==> src/design/emu_pkg.sv <==
// shared types and constants for the elgamal modular exponentiation unit
// no dependencies; imported by emu_modmul and elgamal_modexp_unit
package emu_pkg;

   // width of every item field on the stream ports
   localparam int FIELD_W = 16;

   // configuration register indexes
   localparam logic [1:0] CSR_PRIME     = 2'd0;
   localparam logic [1:0] CSR_GENERATOR = 2'd1;
   localparam logic [1:0] CSR_PRIVATE   = 2'd2;

   // operation codes carried in tuser
   localparam logic OP_ENCRYPT = 1'b0;
   localparam logic OP_DECRYPT = 1'b1;

   // sequencer states
   typedef enum logic [9:0] {
      ST_IDLE      = 10'b0000000001,
      ST_XRED_GO   = 10'b0000000010,
      ST_XRED_WAIT = 10'b0000000100,
      ST_SQ_GO     = 10'b0000001000,
      ST_SQ_WAIT   = 10'b0000010000,
      ST_MUL_GO    = 10'b0000100000,
      ST_MUL_WAIT  = 10'b0001000000,
      ST_FIN_GO    = 10'b0010000000,
      ST_FIN_WAIT  = 10'b0100000000,
      ST_OUT       = 10'b1000000000
   } state_type;

   // which exponentiation the shared square-and-multiply loop is running
   typedef enum logic [1:0] {
      PH_PUBKEY  = 2'd0,
      PH_CIPHER  = 2'd1,
      PH_DECRYPT = 2'd2
   } phase_type;

endpackage

==> src/design/elgamal_modexp_unit.sv <==
// elgamal encrypt / decrypt over a configured prime, square-and-multiply sequencer
// on two emu_modmul units; uses emu_pkg
//
// each modular multiply walks the multiplier bits; one exponentiation runs a square
//   for every exponent bit and a multiply for every one bit.
// encrypt: public key power, then a and b powers in parallel on both units, then one
//   multiply. decrypt: key reduction, one power, one multiply; items with no result
//   are dropped at acceptance.
// one item at a time; a result waits in the output register while the next item runs.
// reset (synchronous) returns to idle, empties the output and restores 593, 123, 8.
module elgamal_modexp_unit
   import emu_pkg::*;
#(
   parameter int WIDTH = 16
) (
   input  logic             clock,
   input  logic             reset,
   // input items
   input  logic             req_tvalid,
   output logic             req_tready,
   input  logic [63:0]      req_tdata,   // message, nonce, cipher_first, cipher_second
   input  logic             req_tuser,   // operation
   // result items
   output logic             rsp_tvalid,
   input  logic             rsp_tready,
   output logic [31:0]      rsp_tdata,   // first_value, second_value
   // configuration writes
   input  logic             csr_we,
   input  logic [1:0]       csr_addr,
   input  logic [WIDTH-1:0] csr_wdata
);

   localparam int CW = $clog2(WIDTH);

   state_type        state_ff, state_in;
   phase_type        phase_ff, phase_in;
   logic             op_ff, op_in;
   logic [WIDTH-1:0] p_ff, p_in;
   logic [WIDTH-1:0] g_ff, g_in;
   logic [WIDTH-1:0] x_ff, x_in;
   logic [WIDTH-1:0] tail_ff, tail_in;
   logic [WIDTH-1:0] nonce_ff, nonce_in;
   logic [WIDTH-1:0] r0_ff, r0_in;
   logic [WIDTH-1:0] r1_ff, r1_in;
   logic [WIDTH-1:0] base0_ff, base0_in;
   logic [WIDTH-1:0] base1_ff, base1_in;
   logic [WIDTH-1:0] exp_ff, exp_in;
   logic [CW-1:0]    bitcnt_ff, bitcnt_in;
   logic             rsp_valid_ff, rsp_valid_in;
   logic [31:0]      rsp_data_ff, rsp_data_in;

   logic             step_end;
   logic             start_a, start_b;
   logic             done_a, done_b;
   logic [WIDTH-1:0] prod_a, prod_b;
   logic [WIDTH-1:0] u_a, v_a, m_a, v_b;
   logic [WIDTH-1:0] in_msg, in_nonce, in_ca, in_cb;
   logic [WIDTH-1:0] p_less_one;

   // item fields brought to the datapath width
   assign in_msg     = WIDTH'(req_tdata[15:0]);
   assign in_nonce   = WIDTH'(req_tdata[31:16]);
   assign in_ca      = WIDTH'(req_tdata[47:32]);
   assign in_cb      = WIDTH'(req_tdata[63:48]);
   assign p_less_one = p_ff - WIDTH'(1);

   // configuration registers
   always_comb begin
      p_in = p_ff;
      g_in = g_ff;
      x_in = x_ff;
      if (csr_we) begin
         unique case (csr_addr)
            CSR_PRIME:     p_in = csr_wdata;
            CSR_GENERATOR: g_in = csr_wdata;
            CSR_PRIVATE:   x_in = csr_wdata;
            default:       ;
         endcase
      end
   end

   // operand selection for the two multipliers, latched by them on start
   always_comb begin
      unique case (state_ff)
         ST_XRED_GO: begin
            u_a = WIDTH'(1);
            v_a = x_ff;
            m_a = p_less_one;
         end
         ST_MUL_GO: begin
            u_a = r0_ff;
            v_a = base0_ff;
            m_a = p_ff;
         end
         ST_FIN_GO: begin
            u_a = (op_ff == OP_DECRYPT) ? r0_ff : r1_ff;
            v_a = tail_ff;
            m_a = p_ff;
         end
         default: begin
            u_a = r0_ff;
            v_a = r0_ff;
            m_a = p_ff;
         end
      endcase
      v_b = (state_ff == ST_MUL_GO) ? base1_ff : r1_ff;
   end

   // sequencer
   always_comb begin
      state_in     = state_ff;
      phase_in     = phase_ff;
      op_in        = op_ff;
      tail_in      = tail_ff;
      nonce_in     = nonce_ff;
      r0_in        = r0_ff;
      r1_in        = r1_ff;
      base0_in     = base0_ff;
      base1_in     = base1_ff;
      exp_in       = exp_ff;
      bitcnt_in    = bitcnt_ff;
      rsp_valid_in = rsp_valid_ff;
      rsp_data_in  = rsp_data_ff;
      start_a      = 1'b0;
      start_b      = 1'b0;
      step_end     = 1'b0;

      if (rsp_valid_ff && rsp_tready) begin
         rsp_valid_in = 1'b0;
      end

      unique case (state_ff)
         ST_IDLE: begin
            if (req_tvalid) begin
               op_in     = req_tuser;
               tail_in   = (req_tuser == OP_DECRYPT) ? in_cb : in_msg;
               nonce_in  = in_nonce;
               base0_in  = (req_tuser == OP_DECRYPT) ? in_ca : g_ff;
               base1_in  = g_ff;
               r0_in     = WIDTH'(1);
               r1_in     = WIDTH'(1);
               exp_in    = x_ff;
               phase_in  = PH_PUBKEY;
               bitcnt_in = CW'(WIDTH - 1);
               // degenerate modulus or zero cipher part: item is dropped
               priority if (p_ff < WIDTH'(2)) begin
                  state_in = ST_IDLE;
               end else if (req_tuser == OP_ENCRYPT) begin
                  state_in = ST_SQ_GO;
               end else if (in_ca == '0 || in_cb == '0) begin
                  state_in = ST_IDLE;
               end else begin
                  state_in = ST_XRED_GO;
               end
            end
         end
         ST_XRED_GO: begin
            start_a  = 1'b1;
            state_in = ST_XRED_WAIT;
         end
         ST_XRED_WAIT: begin
            // decrypt exponent (p-1) - (x mod (p-1))
            if (done_a) begin
               exp_in   = p_less_one - prod_a;
               phase_in = PH_DECRYPT;
               state_in = ST_SQ_GO;
            end
         end
         ST_SQ_GO: begin
            start_a  = 1'b1;
            start_b  = 1'b1;
            state_in = ST_SQ_WAIT;
         end
         ST_SQ_WAIT: begin
            if (done_a) begin
               r0_in = prod_a;
               r1_in = prod_b;
               if (exp_ff[WIDTH-1]) begin
                  state_in = ST_MUL_GO;
               end else begin
                  step_end = 1'b1;
               end
            end
         end
         ST_MUL_GO: begin
            start_a  = 1'b1;
            start_b  = 1'b1;
            state_in = ST_MUL_WAIT;
         end
         ST_MUL_WAIT: begin
            if (done_a) begin
               r0_in    = prod_a;
               r1_in    = prod_b;
               step_end = 1'b1;
            end
         end
         ST_FIN_GO: begin
            start_a  = 1'b1;
            state_in = ST_FIN_WAIT;
         end
         ST_FIN_WAIT: begin
            // r0 / r1 now hold first and second value
            if (done_a) begin
               r0_in    = (op_ff == OP_DECRYPT) ? prod_a : r0_ff;
               r1_in    = (op_ff == OP_DECRYPT) ? '0 : prod_a;
               state_in = ST_OUT;
            end
         end
         ST_OUT: begin
            if (!rsp_valid_ff || rsp_tready) begin
               rsp_valid_in = 1'b1;
               rsp_data_in  = {FIELD_W'(r1_ff), FIELD_W'(r0_ff)};
               state_in     = ST_IDLE;
            end
         end
         default: begin
            state_in = ST_IDLE;
         end
      endcase

      // end of one exponent bit: next bit, next phase or the final multiply
      if (step_end) begin
         exp_in = {exp_ff[WIDTH-2:0], 1'b0};
         if (bitcnt_ff == '0) begin
            unique case (phase_ff)
               PH_PUBKEY: begin
                  // public key y is done; run g^k and y^k side by side
                  base1_in  = r0_in;
                  r0_in     = WIDTH'(1);
                  r1_in     = WIDTH'(1);
                  exp_in    = nonce_ff;
                  phase_in  = PH_CIPHER;
                  bitcnt_in = CW'(WIDTH - 1);
                  state_in  = ST_SQ_GO;
               end
               default: begin
                  state_in = ST_FIN_GO;
               end
            endcase
         end else begin
            bitcnt_in = bitcnt_ff - CW'(1);
            state_in  = ST_SQ_GO;
         end
      end
   end

   always_ff @(posedge clock) begin
      if (reset) begin
         state_ff     <= ST_IDLE;
         phase_ff     <= PH_PUBKEY;
         bitcnt_ff    <= '0;
         rsp_valid_ff <= 1'b0;
         p_ff         <= WIDTH'(593);
         g_ff         <= WIDTH'(123);
         x_ff         <= WIDTH'(8);
      end else begin
         state_ff     <= state_in;
         phase_ff     <= phase_in;
         bitcnt_ff    <= bitcnt_in;
         rsp_valid_ff <= rsp_valid_in;
         p_ff         <= p_in;
         g_ff         <= g_in;
         x_ff         <= x_in;
      end
      op_ff       <= op_in;
      tail_ff     <= tail_in;
      nonce_ff    <= nonce_in;
      r0_ff       <= r0_in;
      r1_ff       <= r1_in;
      base0_ff    <= base0_in;
      base1_ff    <= base1_in;
      exp_ff      <= exp_in;
      rsp_data_ff <= rsp_data_in;
   end

   // multiplier for r0 (and key reduction, final product)
   emu_modmul #(.WIDTH(WIDTH)) u_mul_a (
      .clock   (clock),
      .reset   (reset),
      .start   (start_a),
      .op_u    (u_a),
      .op_v    (v_a),
      .modulus (m_a),
      .done    (done_a),
      .product (prod_a)
   );

   // multiplier for r1 (y^k during encrypt)
   emu_modmul #(.WIDTH(WIDTH)) u_mul_b (
      .clock   (clock),
      .reset   (reset),
      .start   (start_b),
      .op_u    (r1_ff),
      .op_v    (v_b),
      .modulus (p_ff),
      .done    (done_b),
      .product (prod_b)
   );

   assign req_tready = (state_ff == ST_IDLE);
   assign rsp_tvalid = rsp_valid_ff;
   assign rsp_tdata  = rsp_data_ff;

   // a product only arrives while the sequencer waits for it
   a_done_in_wait: assert property (@(posedge clock) disable iff (reset)
      done_a |-> (state_ff == ST_XRED_WAIT || state_ff == ST_SQ_WAIT ||
                  state_ff == ST_MUL_WAIT || state_ff == ST_FIN_WAIT))
      else $error("multiplier result outside a wait state");

   // both units run in lockstep through the power loop
   a_lockstep: assert property (@(posedge clock) disable iff (reset)
      (done_a && (state_ff == ST_SQ_WAIT || state_ff == ST_MUL_WAIT)) |-> done_b)
      else $error("multipliers out of step");

   // a finished item lands in the output register and frees the input
   a_result_out: assert property (@(posedge clock) disable iff (reset)
      (state_ff == ST_OUT && (!rsp_valid_ff || rsp_tready)) |=>
         (rsp_tvalid && req_tready))
      else $error("result not delivered to output register");

endmodule

==> src/design/emu_modmul.sv <==
// bit-serial modular multiplier: one multiplier bit per cycle, msb first
// product = u * v mod m, needs u < m (v may be any value); uses emu_pkg
module emu_modmul
   import emu_pkg::*;
#(
   parameter int WIDTH = 16
) (
   input  logic             clock,
   input  logic             reset,
   input  logic             start,
   input  logic [WIDTH-1:0] op_u,
   input  logic [WIDTH-1:0] op_v,
   input  logic [WIDTH-1:0] modulus,
   output logic             done,
   output logic [WIDTH-1:0] product
);

   localparam int CW = $clog2(WIDTH);

   logic             busy_ff, busy_in;
   logic             done_ff, done_in;
   logic [CW-1:0]    cnt_ff, cnt_in;
   logic [WIDTH-1:0] acc_ff, acc_in;
   logic [WIDTH-1:0] u_ff, u_in;
   logic [WIDTH-1:0] v_ff, v_in;
   logic [WIDTH-1:0] m_ff, m_in;

   logic [WIDTH+1:0] sum;
   logic [WIDTH+1:0] m_one;
   logic [WIDTH+1:0] m_two;
   logic [WIDTH-1:0] acc_step;

   // double-and-add step, sum stays below three times the modulus
   always_comb begin
      m_one = {2'b00, m_ff};
      m_two = {1'b0, m_ff, 1'b0};
      sum   = {1'b0, acc_ff, 1'b0} + (v_ff[WIDTH-1] ? {2'b00, u_ff} : '0);
      priority if (sum >= m_two) begin
         acc_step = WIDTH'(sum - m_two);
      end else if (sum >= m_one) begin
         acc_step = WIDTH'(sum - m_one);
      end else begin
         acc_step = WIDTH'(sum);
      end
   end

   // load on start, then walk the multiplier bits
   always_comb begin
      busy_in = busy_ff;
      done_in = 1'b0;
      cnt_in  = cnt_ff;
      acc_in  = acc_ff;
      u_in    = u_ff;
      v_in    = v_ff;
      m_in    = m_ff;
      if (start) begin
         busy_in = 1'b1;
         cnt_in  = CW'(WIDTH - 1);
         acc_in  = '0;
         u_in    = op_u;
         v_in    = op_v;
         m_in    = modulus;
      end else if (busy_ff) begin
         acc_in = acc_step;
         v_in   = {v_ff[WIDTH-2:0], 1'b0};
         cnt_in = cnt_ff - CW'(1);
         if (cnt_ff == '0) begin
            busy_in = 1'b0;
            done_in = 1'b1;
         end
      end
   end

   always_ff @(posedge clock) begin
      if (reset) begin
         busy_ff <= 1'b0;
         done_ff <= 1'b0;
         cnt_ff  <= '0;
      end else begin
         busy_ff <= busy_in;
         done_ff <= done_in;
         cnt_ff  <= cnt_in;
      end
      acc_ff <= acc_in;
      u_ff   <= u_in;
      v_ff   <= v_in;
      m_ff   <= m_in;
   end

   assign done    = done_ff;
   assign product = acc_ff;

   // a new product is only requested while the unit is free
   a_start_idle: assert property (@(posedge clock) disable iff (reset)
      start |-> !busy_ff)
      else $error("modmul started while busy");

   // the last bit step ends the run and flags the product
   a_last_step: assert property (@(posedge clock) disable iff (reset)
      (busy_ff && !start && cnt_ff == '0) |=> (done_ff && !busy_ff))
      else $error("modmul did not finish after its last bit");

   // done only follows a busy run
   a_done_after_busy: assert property (@(posedge clock) disable iff (reset)
      done_ff |-> $past(busy_ff))
      else $error("modmul done without a run");

endmodule

==> config.mk <==
export PLATFORM = sky130hd
export DESIGN_NAME = elgamal_modexp_unit
export DESIGN_NICKNAME = d
export VERILOG_FILES = /design/src/design/emu_pkg.sv /design/src/design/elgamal_modexp_unit.sv /design/src/design/emu_modmul.sv
export SDC_FILE = /design/constraint.sdc
export NUM_CORES = 1
export LEC_CHECK = 0
export BUFFER_PORTS_ARGS = -buffer_cell sky130_fd_sc_hd__buf_2
export CAP_MARGIN = 20
export CORE_MARGIN = 5
export CORE_UTILIZATION = 50
export DETAILED_ROUTE_END_ITERATION = 12
export GPL_ROUTABILITY_DRIVEN = 0
export PLACE_DENSITY = 0.75
export SKIP_LAST_GASP = 1
export SYNTH_ARGS = -nofsm -noshare
export SYNTH_HDL_FRONTEND = slang
export SYNTH_SLANG_ARGS = --single-unit
export TNS_END_PERCENT = 30
==> constraint.sdc <==
create_clock -name clock -period 5.7 [get_ports clock]
set_input_delay 0.285 -clock clock [delete_from_list [all_inputs] [get_ports clock]]
set_output_delay 0.285 -clock clock [all_outputs]
set_load 0.005 [all_outputs]
Word-level counts from Yosys, hierarchy flattened
Index checks and enable logic that the tools add are counted.

Equal/unequal tests: 19. Mux-type cells: 88. Bitwise gates (word level): 1. Reductions and logical operators: 25. Order comparisons: 5. Add/subtract/negate cells: 11.

Operators with widths (count): 16-bit 2-to-1 mux (39); 16-bit case mux with 3 select lines (3); 10-bit case mux with 10 select lines (1); 10-bit 2-to-1 mux (8); 16-bit subtractor (5); 16-bit case mux with 2 select lines (2); 4-bit 2-to-1 mux (11); 17-bit by 16-bit adder with 18-bit output (2); 18-bit by 16-bit >= comparator with 1-bit output (2); 18-bit by 17-bit >= comparator with 1-bit output (2); 16-bit zero test (2); 16-bit by 2-bit less-than comparator with 1-bit output, second input constant (1); 16-bit by 1-bit subtractor with 16-bit output, second input constant (1); 1-bit 2-to-1 mux (15); 4-bit zero test (3); 2-bit 2-to-1 mux (6); 3-bit by 2-bit inequality test with 1-bit output, second input constant (4); 4-bit by 1-bit subtractor with 4-bit output, second input constant (3); 10-bit by 1-bit equality test with 1-bit output, second input constant (1); 10-bit equality test, second input constant (1); 10-bit by 2-bit equality test with 1-bit output, second input constant (1); 10-bit by 3-bit equality test with 1-bit output, second input constant (1); 10-bit by 4-bit equality test with 1-bit output, second input constant (1); 10-bit by 5-bit equality test with 1-bit output, second input constant (1); 24 further kinds (33).

Bits in registers: 349. Word-level logic and storage cells: 178.

Depth between registers and ports, before layout
Gate-level depths: netlist (run 1).

Word-level depth: 8. Mapped depth: 23. Depth with buffers taken out: 21.

Hierarchy
From an unflattened synthesis (run 1), not the netlist that was laid out.

Cell total of the unflattened synthesis: 2101. Area total of the unflattened synthesis: 20205.6 sq um.

By module, submodules not included: elgamal_modexp_unit (area each 10386.2 sq um, instances 1, cells each 1107); emu_modmul (area each 4909.7 sq um, instances 2, cells each 497).

Least setup slack after synthesis (run 1)
No wires, ideal clock.

Path type: reg2reg. Start: reg state_ff[9]. End: reg u_mul_a.m_ff[0] (enable). Period minus slack after synthesis: 5.757 ns. Stages on the path, launching flop included: 7. Arrival: 5.379 ns. Slack: -0.057 ns. Path buffers: 2. Cells stage by stage: dfxtp_1 nor4_2 nand2_1 nor4_1 or3_1 clkbuf_1 buf_2.

Cells in the longest elaborated chain, start to end: 3.

Ends and longest elaborated chain: start, declared (line elgamal_modexp_unit.sv:35) `state_type state_ff, state_in;`; start signal, assigned (line elgamal_modexp_unit.sv:257) `state_ff <= state_in;`; 10-bit by 6-bit equality test with 1-bit output (tied with other cells) (line elgamal_modexp_unit.sv:132) `unique case (state_ff)`; 4-bit OR reduction (no source line) (*); 1-bit 2-to-1 mux (*) (line elgamal_modexp_unit.sv:132); end signal, assigned (line emu_modmul.sv:87) `m_ff <= m_in;`; end, declared (line emu_modmul.sv:26) `logic [WIDTH-1:0] m_ff, m_in;`.

Every way passes the cells marked *; elsewhere a longest branch is shown, timed or not. A chain may end at the register's enable or synchronous reset.

Final worst setup path (run 1)
Start: reg u_mul_b.v_ff[15]. End: reg u_mul_b.acc_ff[0] (netlist: u_mul_b.product[0]).

Cells in the longest elaborated chain, start to end: 5.

Ends and longest elaborated chain: start, declared (line emu_modmul.sv:25) `logic [WIDTH-1:0] v_ff, v_in;`; start signal, assigned (line emu_modmul.sv:86) `v_ff <= v_in;`; 16-bit 2-to-1 mux (*) (line emu_modmul.sv:37) `sum = {1'b0, acc_ff, 1'b0} + (v_ff[WIDTH-1] ? {2'b00, u_ff} : '0);`; 17-bit by 16-bit adder with 18-bit output (*) (line emu_modmul.sv:37); 16-bit subtractor or 18-bit by 16-bit >= comparator with 1-bit output (tied branches) (line emu_modmul.sv:41, emu_modmul.sv:40); 16-bit 2-to-1 mux (line emu_modmul.sv:40) `end else if (sum >= m_one) begin`; 16-bit 2-to-1 mux (*) (line emu_modmul.sv:38) `priority if (sum >= m_two) begin`; end signal, assigned (line emu_modmul.sv:84) `acc_ff <= acc_in;`; end, declared (line emu_modmul.sv:23) `logic [WIDTH-1:0] acc_ff, acc_in;`.

Marked as above.

==> results of run 1 <==
[placed cells by master, fill, tap and decap left out, types with 41 or more instances in the layout]
master	Yosys	layout
a21oi_1	181	181
buf_2	12	121
dfxtp_1	156	156
edfxtp_1	193	193
ha_1	113	113
inv_1	89	89
mux2_2	41	41
nand2_1	253	253
nor2_1	164	163
o21ai_0	99	99
xnor2_1	80	80
[report_power, final]
group	leakage, nW	switching [mW]	internal (mW)
combinational	5.39	3.14	2.14
sequential	3.06	0.279	2.99
clock	0.595	1.01	1.41
[critical path, delay by kind of cell, from the launching register on]
kind            cells  cell delay [ns]
compound gates      8             2.17
buf+inv             1             0.07
mux                 1             0.35
simple gates        4             0.82
xor+xnor            1             0.31
fa+ha+maj           3             0.99
flops               1             0.34
[cells by family (layout without fill, tap and decap cells)]
logic type,Yosys count,count (layout)
buffers and inverters,193,325
and+or+nand+nor,683,683
AOI/OAI and AO/OA,571,571
muxes,81,81
xor gates and xnor gates,119,119
other,0,1
adders and majority gates,120,120
DFF,349,349
[Yosys cell counts (39+ instances only)]
library cell and instances:
nor2_1 164, nand2_1 253, nor3_1 40, inv_1 89, clkbuf_1 77, mux2_2 41, xnor2_1 80, o21ai_0 99
xor2_1 39, a21oi_1 181, edfxtp_1 193, ha_1 113, dfxtp_1 156
[area by class of cell]
| type | instances | area (um^2) | share of cell area |
|---|---|---|---|
| multi-input combinational | 1574 | 10500 | 0.464 |
| tap | 525 | 657 | 0.0289 |
| clock inverter | 10 | 87.6 | 0.00385 |
| sequential | 349 | 8920 | 0.392 |
| timing repair buffer | 171 | 1060 | 0.0466 |
| inverter | 89 | 334 | 0.0147 |
| clock buffer | 55 | 1120 | 0.0492 |
| antenna | 1 | 2.50 | 0.000110 |
[path summary, 6_finish.rpt]
| path | startpoint | slack (ns) | end | cells after the start |
|---|---|---|---|---|
| hold reg to reg | g_ff[2]$_SDFFE_PP0P_ | 0.48 | g_ff[2]$_SDFFE_PP0P_ | 2 |
| setup / recovery | u_mul_b.v_ff[15]$_DFFE_PP_ | 0.56 | u_mul_b.product[0]$_SDFFE_PN0P_ | 18 |
| setup reg to reg | u_mul_b.v_ff[15]$_DFFE_PP_ | 0.56 | u_mul_b.product[0]$_SDFFE_PN0P_ | 18 |
| hold / removal | csr_wdata[1] | 0.02 | g_ff[1]$_SDFFE_PP1P_ | 3 |
[repair_timing]
| action | CTS | global route |
|---|---|---|
| gates resized for setup | 0 | 1 |
| hold buffers | 16 | 0 |
| setup endpoints to repair | 0 | 3 |
| endpoints found under the hold margin | 16 | 0 |
| buffers inserted | 0 | 0 |
[layer usage]
layer / vias up / wire [um]
met2: 1014 / 27100
met5: - / 13
li1: 7915 / -
met1: 8095 / 24200
met4: 2 / 4350
met3: 214 / 6080
[metrics by stage]
| step | utilization | setup slack [ns] | hold WS, ns | power [mW] | instance area (um^2) |
|---|---|---|---|---|---|
| floorplan | - | 1.07 | 0.384 | 7.14 | 20200 |
| global placement | 0.534 | 0.681 | 0.458 | 8.24 | 21300 |
| detailed placement | 0.535 | 0.475 | 0.464 | 8.41 | 21300 |
| CTS | 0.569 | 0.359 | 0.00393 | 10.8 | 22700 |
| global route | 0.571 | 0.136 | 0.0180 | 11.6 | 22700 |
| finish | 0.571 | 0.556 | 0.0221 | 11.0 | 22700 |
==> results.txt, run 1 <==
The number of standard cells after synthesis came out at ~2100. STA classifies the critical path endpoint as a flop. The final antenna-violating net count is 0. The final-report setup violation count came out at 0.

The met3 track demand over resource came out at 0.0446. Each instance of the synthesized netlist takes up on average ~9.5 um^2. The max-slew violation count came out at 0. In the routed design, unresolved DRC markers number 0. The max-capacitance violation count is 0.

The area of the placeable core is 39800 um^2. The via count of the first global-routing pass came out at 16700. Counting flops with a built-in enable in the synthesized netlist gives around 190. In this run, CTS created clock tree buffers numbering 37. The non-filler instance count after layout came out at between 2000 and 3000. TritonCTS built the clock tree. The average wire per standard cell is 22.3 um.

Dividing the final minimum period by the clock period gives 0.902. The run finished with clean final reports. Walking the worst path, the cells encountered are and2_1 > ha_1 > inv_1 > fa_1 > nor2b_1 > o2111ai_1 > and3_1 > o31ai_1 > a21oi_1 > xnor2_1 > ha_1 > a21o_1 > a21o_1 > a221o_1 > a2111o_1 > nor2_1 > mux2_1 > a211oi_1.

Across every metal layer, demand over resource in global routing totals 0.269. The cell total after placement is roughly 2700. No sink is reached through more buffers than the 3 on the longest clock path. The async set-reset flop share out of synthesis came out at 0. The worst path required time is about 6.2 ns. The layout cell share with drive strength beyond 1 came out at 0.134.

Based on the critical path, the design can be clocked at up to just under 200 MHz. The type of the setup path with the least slack is flop to flop. The clock transition at the register clock pins on the worst setup and hold paths after CTS came out at 0.06 ns. The overall overflow remaining after global route is 0.

The maximum fanout along the worst path is 12. The number of DRC violations after detailed-routing iteration 0 is roughly 1800. The shortest clock period the worst path allows after layout came out at 5.14 ns. The filler cell count came out at between 3000 and 4000. Synthesis inferred 349 register bits. The count of pins on the block boundary is 122. The synthesis-to-finish area growth is 12.6%. Measured along the y axis, the die boundary spans 211 um. The overall die area came out at ~44000 um^2.

Of the total synthesized cell area, the portion taken by AND, OR, NAND and NOR gates is 0.160. Of the synthesized area, sequential elements account for 0.442. The horizontal die dimension is between 200 and 250 um. In the global route stage, met1 resource usage came out at 0.354. The maximum number of pins on one net before global-route repair is 74. Setup repair after global routing left no endpoint under its margin.

The average vias per placed instance is between 6 and 7. For the final routed database, the setup TNS stands at 0 ns. The cell area that synthesis handed to floorplanning was around 20000 um^2.

The count of H-tree levels built during CTS is 2. After floorplanning, the core was divided into 73 placement rows. The fraction of the mapped netlist area in adder cells came out at 0.0770.

The maximum single-stage delay on the critical path is around 0.66 ns. In the synthesized netlist the dominant register cell turns out to be edfxtp_1. The initial utilization of the core area, before any placement, comes to 0.507. After synthesis, the cell types taking the most area are edfxtp_1 29%, dfxtp_1 15%, ha_1 7.0%, nand2_1 4.7%, a21oi_1 4.5%. The number of detailed-route iterations in the first pass came out at 6. IR analysis of the VDD net gives a maximum drop of around 0.00028 V. The multiplexer area fraction after synthesis came out at 0.0429. During placement, the flow inserted port buffers numbering approximately 120.

The clock insertion delay at the later pin of the skew report came out at between 0.5 and 0.6 ns. The leading area contributor after synthesis is edfxtp_1. The worst slew margin relative to its limit is 0.271. The detailed placer's ending HPWL is around 46 mm. The parity-gate share of the synthesized area counting xor and xnor cells is 0.0517. In this run the most used layer during global routing was met2.

The worst hold path belongs to the class primary input to flop. The first-pass GRT wire length is 94.3 mm. Summed over all cells, the static leakage comes to roughly 9.0 nW. The net count after synthesis came out at 2324. The worst clock skew on the final layout is between 0.015 and 0.02 ns.

The top-area cell type share of the netlist area is 0.287. The kind of start point of the critical path is a flop. The slowest stage of the critical path is the a2111o_1 cell. The final hold violation count came to 0. The power per standard cell area came out at 483 nW/um^2. The post-detailed-routing wire length came out at slightly above 60 mm.

The share of the synthesized area in compound gates (AO/OA/AOI/OAI) is 0.187. For the pin with the worst max-slew slack, the measured transition is approximately 1.1 ns. The count of synthesis-stage warnings from yosys is 0. The detailed-route via count came out at around 17000.

The net count of the finished layout is about 2400. For met2 alone, demand over resource in global routing was 0.422. Clock tree synthesis selected as its root buffer the cell clkbuf_16.

The count of different cell masters after synthesis is 83. Clock tree synthesis found a total of around 350 sinks. The register with the most flip-flops in the layout has 32 of them. The initial antenna violation count came out at 2. The worst endpoint data arrival time is around 5.6 ns.

After synthesis, the largest family of logic cells by area is compound AO/OA/AOI/OAI gates.
Power figures use the tool's default switching activity.
==> run 2: changes to the inputs <==
Settings changed: CELL_PAD_IN_SITES_DETAIL_PLACEMENT set to 1, CELL_PAD_IN_SITES_GLOBAL_PLACEMENT set to 1, CORE_UTILIZATION 50 to 44, PLACE_DENSITY 0.75 to 0.82.
==> run 2 against run 1 <==
  * Final area is 1.8% higher
  * Combinational power is 4.9% higher
  * Via count is 1.9% higher
  * Core utilization is 6.1 points lower
  * Register-to-register slack hardly changed
  * Wire length is 15% higher
  * Clock power is 9.9% higher
  * Die area is 13% higher
==> results.txt, run 2 (synthesis results as in run 1) <==
The flow ran to the end, and the final reports show no timing, DRC or antenna violations. The global router's overall resource usage came out at 0.276. The die span in y came out at approximately 220 um.

The clock insertion delay at the later pin of the skew report came out at ~0.6 ns. The count of buffers inserted at the top-level ports came out at roughly 120. For this run, the share of the core covered by cells in the final layout is 0.510. Power spread over the standard cell area amounts to about 500 nW/um^2. The layout cell share with drive strength beyond 1 is 0.139. The worst-case IR drop observed on VDD is 0.000230 V. Timing analysis after detailed placement gives a worst setup slack of around 0.4 ns. The library cells used most frequently in the layout, excluding fill and tap cells, are 253 x nand2_1, 193 x edfxtp_1, 181 x a21oi_1.

Leaving out fill and tap cells, the most frequent cell in the layout is nand2_1. The cell sitting at the root of the clock tree is a clkbuf_16. The site row count is 78. For this run, design rule violations remaining after detail routing come to 0. The kind of start point of the critical path is a flop. The worst setup path is of the flop to flop kind. The final layout contains 2449 nets. The average wire per standard cell is around 25 um.

The worst pin sits at a relative slew slack of 0.296. Global routing finished with a remaining overflow of 0. Setup violations remaining at the end of the flow were counted as 0.

The detail route stage leaves a number of antenna-violating nets equal to 0. The clock tree from TritonCTS is built. The setup slack of the critical path after layout is around 0.56 ns. After detailed routing, the total wire length is roughly 70 mm. At the worst endpoint, the required time is slightly above 6 ns.

The maximum single-stage delay on the critical path is ~0.56 ns. The non-filler instance count after layout came out at ~2900. The clock transition at the register clock pins on the worst setup and hold paths after CTS is approximately 0.060 ns. The cell total after placement came out at 2768. The register with the most flip-flops in the layout has 32 of them. The path class of the tightest hold or removal check is primary input to flop. Detailed routing inserted a total of around 18000 vias. The worst setup path is captured at a flop. The region available for standard cell placement spans 45400 um^2.

The count of H-tree levels built during CTS is 2. The total CTS buffers came out at 40. The max-capacitance violation count came out at 0.

The number of detailed-route iterations in the first pass is 5. Setup repair after global routing left no endpoint under its margin. The final hold violation count came out at 0.

The overall die area is about 50000 um^2. The maximum fanout along the worst path is 16. The final period utilization is 0.902.

Across the routed clock network, the largest skew measured is approximately 0.036 ns. The post-placement cell area came out at approximately 21000 um^2. Traced cell by cell, the critical path runs through and2_1 > ha_1 > inv_1 > fa_1 > nor2b_1 > o31a_1 > o21ai_0 > o21ai_0 > xnor2_1 > ha_1 > or3_1 > o21a_1 > a21oi_1 > a21oi_1 > a31o_2 > or2_1 > nand2_1 > mux2_2 > a211oi_1. The detailed placer's ending HPWL is around 53 mm. For this design the static power due to leakage is 9.18 nW.

The synthesis-to-finish area growth is 14.7%. The post-route setup TNS is 0 ns. For this design the top-level I/O count stands at 122. The antenna cell count is 0. The first-pass GRT wire length is roughly 110 mm.

Counting along the longest clock path gives a buffer depth of 3. The measured slew at the worst slew-check pin is about 1.1 ns. The via count of the first global-routing pass came out at between 15000 and 20000. The shortest clock period the worst path allows after layout came out at 5.14 ns. The initial antenna violation count was 2. The worst endpoint data arrival time is 5.60 ns. The total non-filler cell area in the finished layout came out at 23100 um^2.

The achievable clock frequency came out at around 190 MHz. The average vias per placed instance is approximately 6.1. The number of DRC violations after detailed-routing iteration 0 came out at roughly 1600. Entering global routing, the biggest net connects between 70 and 80 pins. The max-slew violation count is 0. Among all stages on the critical path, the largest delay is contributed by edfxtp_1. The sink count of the clock tree came out at 349. From left edge to right edge, the die measures between 200 and 250 um.

Buffers added to address setup during post-CTS repair amount to 0. The starting density of the core is 0.445.
run 2: changes by cell type in the layout (fill, tap and decap cells not counted), moves of 4 or more:
| cell | change |
|---|---|
| dlygate4sd3_1 | +11 |
| clkinvlp_4 | +5 |
| buf_4 | +4 |
| clkbuf_16 | +4 |
| clkbuf_8 | -4 |
| clkinv_4 | +4 |
run 2: per-stage QoR:
stage | hold WS, ns | power (mW)
after detailed placement | 0.465 | 8.64
after floorplan | 0.384 | 7.14
final | 0.0245 | 11.5
after CTS | 0.00198 | 11.4
after global placement | 0.463 | 8.42
after global routing | 0.0168 | 12.1
run 2: final timing paths:
kind                                          end  depth (start not counted)  slack, ns                        from
hold / removal               tail_ff[0]$_DFFE_PP_                          2       0.02                req_tdata[0]
setup / recovery  u_mul_a.product[0]$_SDFFE_PN0P_                         19       0.56  u_mul_a.v_ff[15]$_DFFE_PP_
hold reg to reg          state_ff[4]$_SDFFE_PP0P_                          2       0.50    state_ff[4]$_SDFFE_PP0P_
setup reg to reg  u_mul_a.product[0]$_SDFFE_PN0P_                         19       0.56  u_mul_a.v_ff[15]$_DFFE_PP_
run 2: area by class of cell:
type,count,area (um^2)
clock buffers,52,1130
clock inverters,22,230
fillers,5124,22200
inverters,89,334
multi-input cells,1574,10600
flip-flops and latches,349,8920
well taps,600,751
repair buffers,187,1220
run 2: layer usage:
layer  GRT usage  routed length, um
met4       0.148               4380
met5           0                 11
met2       0.454              33200
met3      0.0409               4790
met1       0.350              28800
run 2: critical path: cells and delay by family (launching register included):
family | cells | cell delay [ns]
buf+inv | 1 | 0.07
mux | 1 | 0.34
simple gates | 5 | 1.30
fa+ha+maj | 3 | 0.84
compound gates | 8 | 1.73
flops | 1 | 0.56
xor+xnor | 1 | 0.18
run 2: power by group:
| group | internal (mW) | leakage [nW] | switching [mW] |
|---|---|---|---|
| clock network | 1.52 | 0.647 | 1.14 |
| logic | 2.16 | 5.47 | 3.37 |
| registers | 2.99 | 3.06 | 0.297 |
run 2: what timing repair did:
action	in CTS	in global routing
endpoints found under the hold margin	34	0
gates resized for setup	0	1
hold buffers	27	0
endpoints found under the setup margin	0	3
